--- src/hw/rtl/kwsd_pkg.sv ---
`default_nettype none

package kwsd_pkg;

    localparam int KW_COUNT   = 10;
    localparam int WIN_LEN    = 7;
    localparam int HIST_DEPTH = 6;
    localparam int BYTE_W     = 8;

    typedef logic [BYTE_W-1:0]   t_byte;
    typedef logic [KW_COUNT-1:0] t_hit;

    typedef struct packed {
        logic shift;
        logic clear;
    } t_cell_ctl;

    localparam logic [2:0] KW_LEN [KW_COUNT] = '{
        3'd3, 3'd6, 3'd6, 3'd7, 3'd3, 3'd7, 3'd5, 3'd6, 3'd6, 3'd5
    };

    // Keywords are right-aligned in the seven-byte window; leading slots are padding.
    localparam t_byte KW_WIN [KW_COUNT][WIN_LEN] = '{
        '{8'h00, 8'h00, 8'h00, 8'h00, "n", "a", "v"},
        '{8'h00, "f", "o", "o", "t", "e", "r"},
        '{8'h00, "h", "e", "a", "d", "e", "r"},
        '{"s", "i", "d", "e", "b", "a", "r"},
        '{8'h00, 8'h00, 8'h00, 8'h00, "a", "d", "s"},
        '{"c", "o", "m", "m", "e", "n", "t"},
        '{8'h00, 8'h00, "p", "r", "o", "m", "o"},
        '{8'h00, "a", "d", "v", "e", "r", "t"},
        '{8'h00, "s", "o", "c", "i", "a", "l"},
        '{8'h00, 8'h00, "s", "h", "a", "r", "e"}
    };

    function automatic t_byte fold_case(input t_byte b);
        t_byte r;
        r = b;
        if (b >= 8'h41 && b <= 8'h5a) begin
            r = b + 8'h20;
        end
        return r;
    endfunction

    function automatic t_hit column_match(input logic [2:0] pos, input t_byte b);
        t_hit h;
        for (int k = 0; k < KW_COUNT; k++) begin
            h[k] = ((4'(pos) + 4'(KW_LEN[k])) < 4'(WIN_LEN)) || (b == KW_WIN[k][pos]);
        end
        return h;
    endfunction

endpackage

`default_nettype wire

--- src/hw/rtl/kwsd_cell.sv ---
`default_nettype none

module kwsd_cell #(
    parameter logic [2:0] POS = 3'd0
) (
    input  wire logic                i_clk,
    input  wire logic                i_rst_n,
    input  wire kwsd_pkg::t_cell_ctl i_ctl,
    input  wire kwsd_pkg::t_byte     i_byte,
    output kwsd_pkg::t_byte          o_byte,
    output kwsd_pkg::t_hit           o_hit
);

    kwsd_pkg::t_byte r_byte;
    kwsd_pkg::t_byte n_byte;

    always_comb begin
        n_byte = r_byte;
        if (i_ctl.clear) begin
            n_byte = '0;
        end else if (i_ctl.shift) begin
            n_byte = i_byte;
        end
    end

    always_ff @(posedge i_clk) begin
        if (!i_rst_n) begin
            r_byte <= '0;
        end else begin
            r_byte <= n_byte;
        end
    end

    assign o_byte = r_byte;
    assign o_hit  = kwsd_pkg::column_match(POS, r_byte);

endmodule

`default_nettype wire

--- src/hw/rtl/keyword_substring_detector_unit.sv ---
`default_nettype none

// Reports whether a byte string contains any of the keywords nav, footer, header,
// sidebar, ads, comment, promo, advert, social or share, ignoring ASCII case. One
// request carries one byte. A new request is taken every cycle unless a finished
// result is waiting on a stalled output, which holds the input stalled for as long.
// A row of six byte cells holds the recent folded bytes, and the whole seven-byte
// window is compared in the cycle the byte arrives. The request marked last yields
// one registered result in the next cycle and clears the window; a request without
// a byte and marked last closes the string, and an empty string gives zero.
module keyword_substring_detector_unit (
    input  wire logic       i_clk,
    input  wire logic       i_rst_n,
    input  wire logic       i_valid,
    output logic            o_stall,
    input  wire logic [7:0] i_ch,
    input  wire logic       i_has_char,
    input  wire logic       i_last,
    output logic            o_valid,
    input  wire logic       i_stall,
    output logic            o_found
);

    localparam int DEPTH = kwsd_pkg::HIST_DEPTH;

    kwsd_pkg::t_byte     w_byte [DEPTH+1];
    kwsd_pkg::t_hit      w_hit  [DEPTH+1];
    kwsd_pkg::t_cell_ctl w_ctl;

    logic w_accept;
    logic w_match;
    logic r_seen;
    logic n_seen;
    logic r_valid;
    logic n_valid;
    logic r_found;
    logic n_found;

    assign o_stall  = r_valid & i_stall;
    assign w_accept = i_valid & ~o_stall;

    assign w_ctl.shift = w_accept & i_has_char;
    assign w_ctl.clear = w_accept & i_last;

    assign w_byte[DEPTH] = kwsd_pkg::fold_case(i_ch);
    assign w_hit[DEPTH]  = kwsd_pkg::column_match(3'(DEPTH), w_byte[DEPTH]);

    for (genvar g = 0; g < DEPTH; g++) begin : g_cell
        kwsd_cell #(
            .POS (3'(g))
        ) u_cell (
            .i_clk   (i_clk),
            .i_rst_n (i_rst_n),
            .i_ctl   (w_ctl),
            .i_byte  (w_byte[g+1]),
            .o_byte  (w_byte[g]),
            .o_hit   (w_hit[g])
        );
    end

    always_comb begin
        kwsd_pkg::t_hit all_hit;
        all_hit = '1;
        for (int p = 0; p <= DEPTH; p++) begin
            all_hit = all_hit & w_hit[p];
        end
        w_match = |all_hit;
    end

    always_comb begin
        n_seen  = r_seen;
        n_valid = r_valid & i_stall;
        n_found = r_found;
        if (w_accept) begin
            if (i_has_char && w_match) begin
                n_seen = 1'b1;
            end
            if (i_last) begin
                n_found = n_seen;
                n_valid = 1'b1;
                n_seen  = 1'b0;
            end
        end
    end

    always_ff @(posedge i_clk) begin
        if (!i_rst_n) begin
            r_seen  <= 1'b0;
            r_valid <= 1'b0;
        end else begin
            r_seen  <= n_seen;
            r_valid <= n_valid;
        end
    end

    always_ff @(posedge i_clk) begin
        r_found <= n_found;
    end

    assign o_valid = r_valid;
    assign o_found = r_found;

endmodule

`default_nettype wire

--- config.mk ---
export PLATFORM = sky130hd
export DESIGN_NAME = keyword_substring_detector_unit
export DESIGN_NICKNAME = d
export VERILOG_FILES = /design/src/hw/rtl/kwsd_pkg.sv /design/src/hw/rtl/kwsd_cell.sv /design/src/hw/rtl/keyword_substring_detector_unit.sv
export SDC_FILE = /design/constraint.sdc
export NUM_CORES = 1
export LEC_CHECK = 0
export BUFFER_PORTS_ARGS = -buffer_cell sky130_fd_sc_hd__buf_2
export CORE_UTILIZATION = 40
export CTS_CLUSTER_DIAMETER = 30
export DETAILED_ROUTE_END_ITERATION = 8
export SETUP_SLACK_MARGIN = 0.5
export SLEW_MARGIN = 40
export SYNTH_ARGS = -nofsm -noshare
export SYNTH_HDL_FRONTEND = slang
export SYNTH_SLANG_ARGS = --single-unit
--- constraint.sdc ---
create_clock -name i_clk -period 2.6 [get_ports i_clk]
set_input_delay 0.13 -clock i_clk [delete_from_list [all_inputs] [get_ports i_clk]]
set_output_delay 0.13 -clock i_clk [all_outputs]
set_load 0.05 [all_outputs]
* Yosys cells after proc, flatten, opt, wreduce, memory -nomap -nowiden *
Cells that the tools add are included.
Widths: inputs -> output; s select.

word-level totals
  output and inout bits = 3
  register bits after elaboration = 51

cells by class
  multiplexer cells = 5
  equal/unequal tests = 43
  bitwise operators = 12
  add/subtract/negate cells = 1
  reduce and logical (&&, ||, !) cells = 5
  $lt $le $gt $ge = 2

operator list
  cell                 number
  $eq 8x7->1 const B   43
  $and 10x10->10       6
  $reduce_or 10->1     1
  $add 8x6->8 const B  1
  $ge 8x7->1 const B   1
  $le 8x7->1 const B   1
  $mux 8               1
  $and 1x1->1          4
  $mux 1               4
  $logic_and 1x1->1    2
  $not 1->1            2
  $reduce_and 2->1     1
  $reduce_or 2->1      1

* Depth between registers and ports, before layout *
  depth after elaboration = 11
  depth in mapped cells = 7
  depth with buffers taken out = 6

* Modules after synthesis *
A second synthesis with hierarchy kept.

unflattened totals
  cell total of the unflattened synthesis = 330
  area, all modules = 2969.1 um2

by module, submodules not included
  module                           cells an instance  seq. area each (um2)  area each (um2)  times used
  keyword_substring_detector_unit  65                 70.1                  462.9            1
  kwsd_cell (g_cell[3].u_cell)     46                 160.2                 436.7            1
  kwsd_cell (g_cell[5].u_cell)     43                 160.2                 431.7            1
  kwsd_cell (g_cell[1].u_cell)     46                 160.2                 412.9            1
  kwsd_cell (g_cell[2].u_cell)     44                 160.2                 412.9            1
  kwsd_cell (g_cell[0].u_cell)     40                 160.2                 410.4            1
  kwsd_cell (g_cell[4].u_cell)     46                 160.2                 401.6            1

* Least setup slack after synthesis *
OpenSTA, ideal clock, no wires.

  kind = flip-flop to flip-flop
  start = register g_cell[4].u_cell.r_byte[1]
  end = register r_found (netlist: o_found), data pin
  setup time = 142 ps
  path slack = 547 ps
  path buffers = 0
  arrival = 1911 ps
  cell stages (with the launch flop) = 7
  path through = dfxtp_1 > or3_1 > or4_4 > nand4b_4 > a2111oi_4 > nor3_2 > o21ai_2

on the way
  cells in the longest elaborated chain, start to end = 7
  elaborated cells between the ends (all ways) = 14
  those cells by class = 8 x eq/ne; 1 x mux; 3 x bitwise; 2 x reduce/logical

RTL lines
  item                             RTL line                               RTL
  from (decl)                      kwsd_cell.sv:14                        kwsd_pkg::t_byte r_byte;
  from (signal assigned)           kwsd_cell.sv:30                        r_byte <= n_byte;
  $eq 8x7->1                       kwsd_pkg.sv:48                         h[k] = ((4'(pos) + 4'(KW_LEN[k])) < 4'(WIN_LEN)) || (b == KW_WIN[k][pos]);
  $and 10x10->10 (*) (3 in a row)  keyword_substring_detector_unit.sv:65  all_hit = all_hit & w_hit[p];
  $reduce_or 10->1 (*)             keyword_substring_detector_unit.sv:67  w_match = |all_hit;
  $logic_and 1x1->1 (*)            keyword_substring_detector_unit.sv:75  if (i_has_char && w_match) begin
  $mux 1 (*)                       keyword_substring_detector_unit.sv:75
  to (signal assigned)             keyword_substring_detector_unit.sv:97  r_found <= n_found;
  to (decl)                        keyword_substring_detector_unit.sv:36  logic r_found;

Every way passes the cells marked *; elsewhere a longest branch is shown, timed or not.
A chain may end at the register's enable or synchronous reset.

* Worst setup path after layout *
Ends and elaborated chain as after synthesis.

==> summary.txt <==
Timing
  – Fin crit share: 80.8%
  – Skew final: 0.00731 ns
  – Post-layout min period: 2.10 ns
  – Slew margin rel.: 56.1%
  – Worst Tran Pin Value: 0.653 ns
  – Slew Viols, Final: 0
  – # setup viols final: 0
  – Post-Route Setup TNS: 0 ns
  – RSZ-0062 raised after global routing: true
  – F_max: 476 MHz
  – Final Hold Vio Count: 0

GRT
  – Vias in the first global route: 2,043
  – Total GRT Usage: 21.2%
  – First-pass GRT wire length: 10.6 mm
  – Pin count of the biggest net entering global routing: 51
  – GR Overflow Total: 0
  – Initial antenna violation count: 0

Clocking
  – H-tree levels: 2
  – CTS Buffer Depth: 2
  – Worst-path clk slew: 0.09 ns
  – CTS Buf Count: 5
  – Clk_lat worst skew: 0.30 ns
  – Root Driver: clkbuf_8
  – Clock Sinks: 51
  – CTS tree: built

Die
  – Core area: 5990 um2
  – Starting Density: 41.9%
  – Die span in y: 81.2 um
  – Die area: 6590 um2
  – I/O pin total: 17
  – Die width: 81.2 um
  – Num rows: 28

Synthesis
  – Post-synth top area share: 39.9%
  – Fraction of registers with async set/reset: 0%
  – Synth top cells by count: nand2_1 (108), dfxtp_1 (50), a21oi_1 (47)
  – Yosys warning count: 0
  – Syn Inst Count: 324
  – Post-synth top area cell: dfxtp_1
  – Cell Area, Synth: 2510 um2
  – Count of flip-flops with a built-in enable after synthesis: 1
  – Primary FF master, synth: dfxtp_1
  – Syn nets: 339
  – Register area share after synthesis: 41.1%
  – Synth top area cells: dfxtp_1 (40%), nand2_1 (16%), a21oi_1 (9.4%)
  – Most numerous cell in the Yosys netlist: nand2_1
  – Post-synth cell types: 46
  – Avg Inst Size Synth: 7.74 um2
  – Synthesized flop and latch total: 51

Placed design
  – RePlAce Congestion: 1.03
  – DP Wirelength: 4.30 mm
  – IO Port Bufs: 16

Status
  – Outcome: completed

Worst hold path
  – Hold path depth: 2
  – Hold path start: i_rst_n
  – Worst hold endpoint: o_valid$_SDFF_PN0_
  – Worst min path class: input pin to flip-flop

Setup path
  – Crit-path cells: or3_4 -> or4_4 -> nand4b_4 -> a2111oi_4 -> nor3_2 -> o21ai_2
  – Startpoint Class: flip-flop
  – Worst setup EP type: flip-flop
  – FF-to-FF Start: g_cell[4].u_cell.o_byte[1]$_SDFFE_PP0P_
  – CP peak stage delay: 0.42 ns
  – Maximum fanout along the worst path: 2
  – R2R depth: 6
  – Worst endpoint data arrival time: 2.27 ns
  – Reg2Reg Setup Slack: 0.50 ns
  – Kind of critical path: flip-flop to flip-flop
  – Critical path required time: 2.77 ns
  – Crit path buf inv count: 0
  – Top cell family by delay on the critical path: simple AND/OR/NAND/NOR gates
  – Slowest-stage cell, CP: or4_4
  – R2r endpoint: o_found$_DFFE_PP_

Finish
  – Synth-to-Final Area Change: 11.7%
  – Ant diodes: 0
  – Filler instances: 610
  – Layout cells sized above 1: 15.6%
  – NumNets Final: 354

Route
  – Iteration-0 DRC count of the detailed router: 169
  – Post-route ant nets: 0
  – Routed Wire Length: 6.49 mm
  – Drt drc: 0
  – Average wire per standard cell: 15.7 um
  – DR pass1 iterations: 4
  – DR vias: 2,320
  – Vias per cell: 5.60

Power
  – Peak VDD IR: 0.000228 V
  – Clock power frac: 31.8%
  – Switch Pwr: 331 uW
  – PD cells: 478 nW/um2
  – Leakage power: 0.000863 uW
  – Gate power share: 8.4%
  – Net Sw Frac: 24.7%
  – Design Power: 1340 uW
  – Reg power frac: 59.7%
  – Int Power: 1010 uW

Run
  – Max-cap violations: 0
==> final cells by class <==
type | instances | area, um2 | area share, %
Multi-Input combinational cell | 253 | 1440 | 51.3
Clock buffer | 7 | 76.3 | 2.72
Inverter | 4 | 15.0 | 0.536
Timing Repair Buffer | 24 | 140 | 5.00
Sequential cell | 51 | 1040 | 37.1
Tap cell | 75 | 93.8 | 3.35
==> timing repair <==
item	CTS	global route
pin swaps	3	0
hold buffers	0	0
setup buffers	3	0
endpoints found under the setup margin	1	2
gates cloned	0	0
gates resized for setup	6	7
==> metrics by stage <==
| step | area (um2) | util, % | cells | hold slack (ns) | setup WS (ns) |
|---|---|---|---|---|---|
| floorplan | 2510 | - | 324 | 0.266 | 0.547 |
| CTS | 2770 | 46.2 | 414 | 0.0842 | 0.510 |
| global route | 2800 | 46.8 | 414 | 0.0839 | 0.406 |
| detailed placement | 2650 | 44.3 | 404 | 0.405 | 0.450 |
| finish | 2800 | 46.8 | 414 | 0.0949 | 0.500 |
| global placement | 2650 | 44.3 | 404 | 0.400 | 0.432 |
==> logic make-up (layout without fill, tap and decap cells) <==
group / count (synthesis) / count (layout) / synth area share [%]
simple gates: 194 / 194 / 41.2
compound gates: 58 / 58 / 13.9
flops: 51 / 51 / 41.1
buf+inv: 20 / 35 / 3.29
fa+ha+maj: 1 / 1 / 0.499
==> power by group through the flow <==
stage | Clock [uW] | Sequential (uW) | Combinational [uW]
floorplan | 0 | 821 | 70.8
global placement | 0 | 819 | 111
detailed placement | 0 | 820 | 111
CTS | 441 | 799 | 113
global route | 483 | 801 | 124
finish | 426 | 799 | 113
==> layer usage <==
| layer | up-vias | share of wire [%] | global-route usage (%) |
|---|---|---|---|
| li1 | 1178 | - | - |
| met1 | 1068 | 47 | 30.3 |
| met2 | 60 | 47 | 31.5 |
| met3 | 14 | 4.5 | 3.93 |
| met4 | 0 | 2.2 | 7.32 |
| met5 | - | 0 | 0 |
==> sequential cells by signal, indices dropped and copies added, names as in the netlist <==
name / flops
r_seen: 1
g_cell.u_cell.o_byte: 48
o_found: 1
o_valid: 1
==> worst max path at each step <==
stage | to | cells past startpoint | start
3_5_place_dp | o_found$_DFFE_PP_ | 6 | g_cell[4].u_cell.o_byte[1]$_SDFFE_PP0P_
3_3_place_gp | o_found$_DFFE_PP_ | 6 | g_cell[4].u_cell.o_byte[1]$_SDFFE_PP0P_
2_1_floorplan | o_found$_DFFE_PP_ | 6 | g_cell[4].u_cell.o_byte[1]$_SDFFE_PP0P_
5_1_grt | o_found$_DFFE_PP_ | 6 | g_cell[4].u_cell.o_byte[1]$_SDFFE_PP0P_
4_1_cts | o_found$_DFFE_PP_ | 7 | g_cell[4].u_cell.o_byte[3]$_SDFFE_PP0P_
6_report | o_found$_DFFE_PP_ | 6 | g_cell[4].u_cell.o_byte[1]$_SDFFE_PP0P_
==> layout by cell type (no fill, tap or decap), types with 2 or more instances in the layout <==
cell type | Yosys | final
o22ai_1 | 3 | 3
nand4_1 | 4 | 4
nand3_1 | 7 | 7
buf_4 | 0 | 8
nor3_1 | 10 | 10
nor4bb_1 | 5 | 4
nand4b_1 | 6 | 6
nor2_1 | 6 | 6
nand3b_1 | 4 | 4
nand4bb_1 | 4 | 3
nand2_1 | 108 | 108
nor4_2 | 0 | 3
or2b_2 | 2 | 2
clkbuf_8 | 0 | 5
and3_1 | 3 | 3
buf_2 | 0 | 16
or3_1 | 4 | 3
a21oi_1 | 47 | 47
or4b_4 | 0 | 2
clkbuf_1 | 9 | 2
nand2b_1 | 2 | 2
nor3b_1 | 3 | 3
or4_1 | 2 | 2
inv_1 | 4 | 4
dfxtp_1 | 50 | 47
nor4_1 | 9 | 6
dfxtp_4 | 0 | 2
nor4b_1 | 3 | 3
No activity file was read; power rests on OpenSTA's default activity.
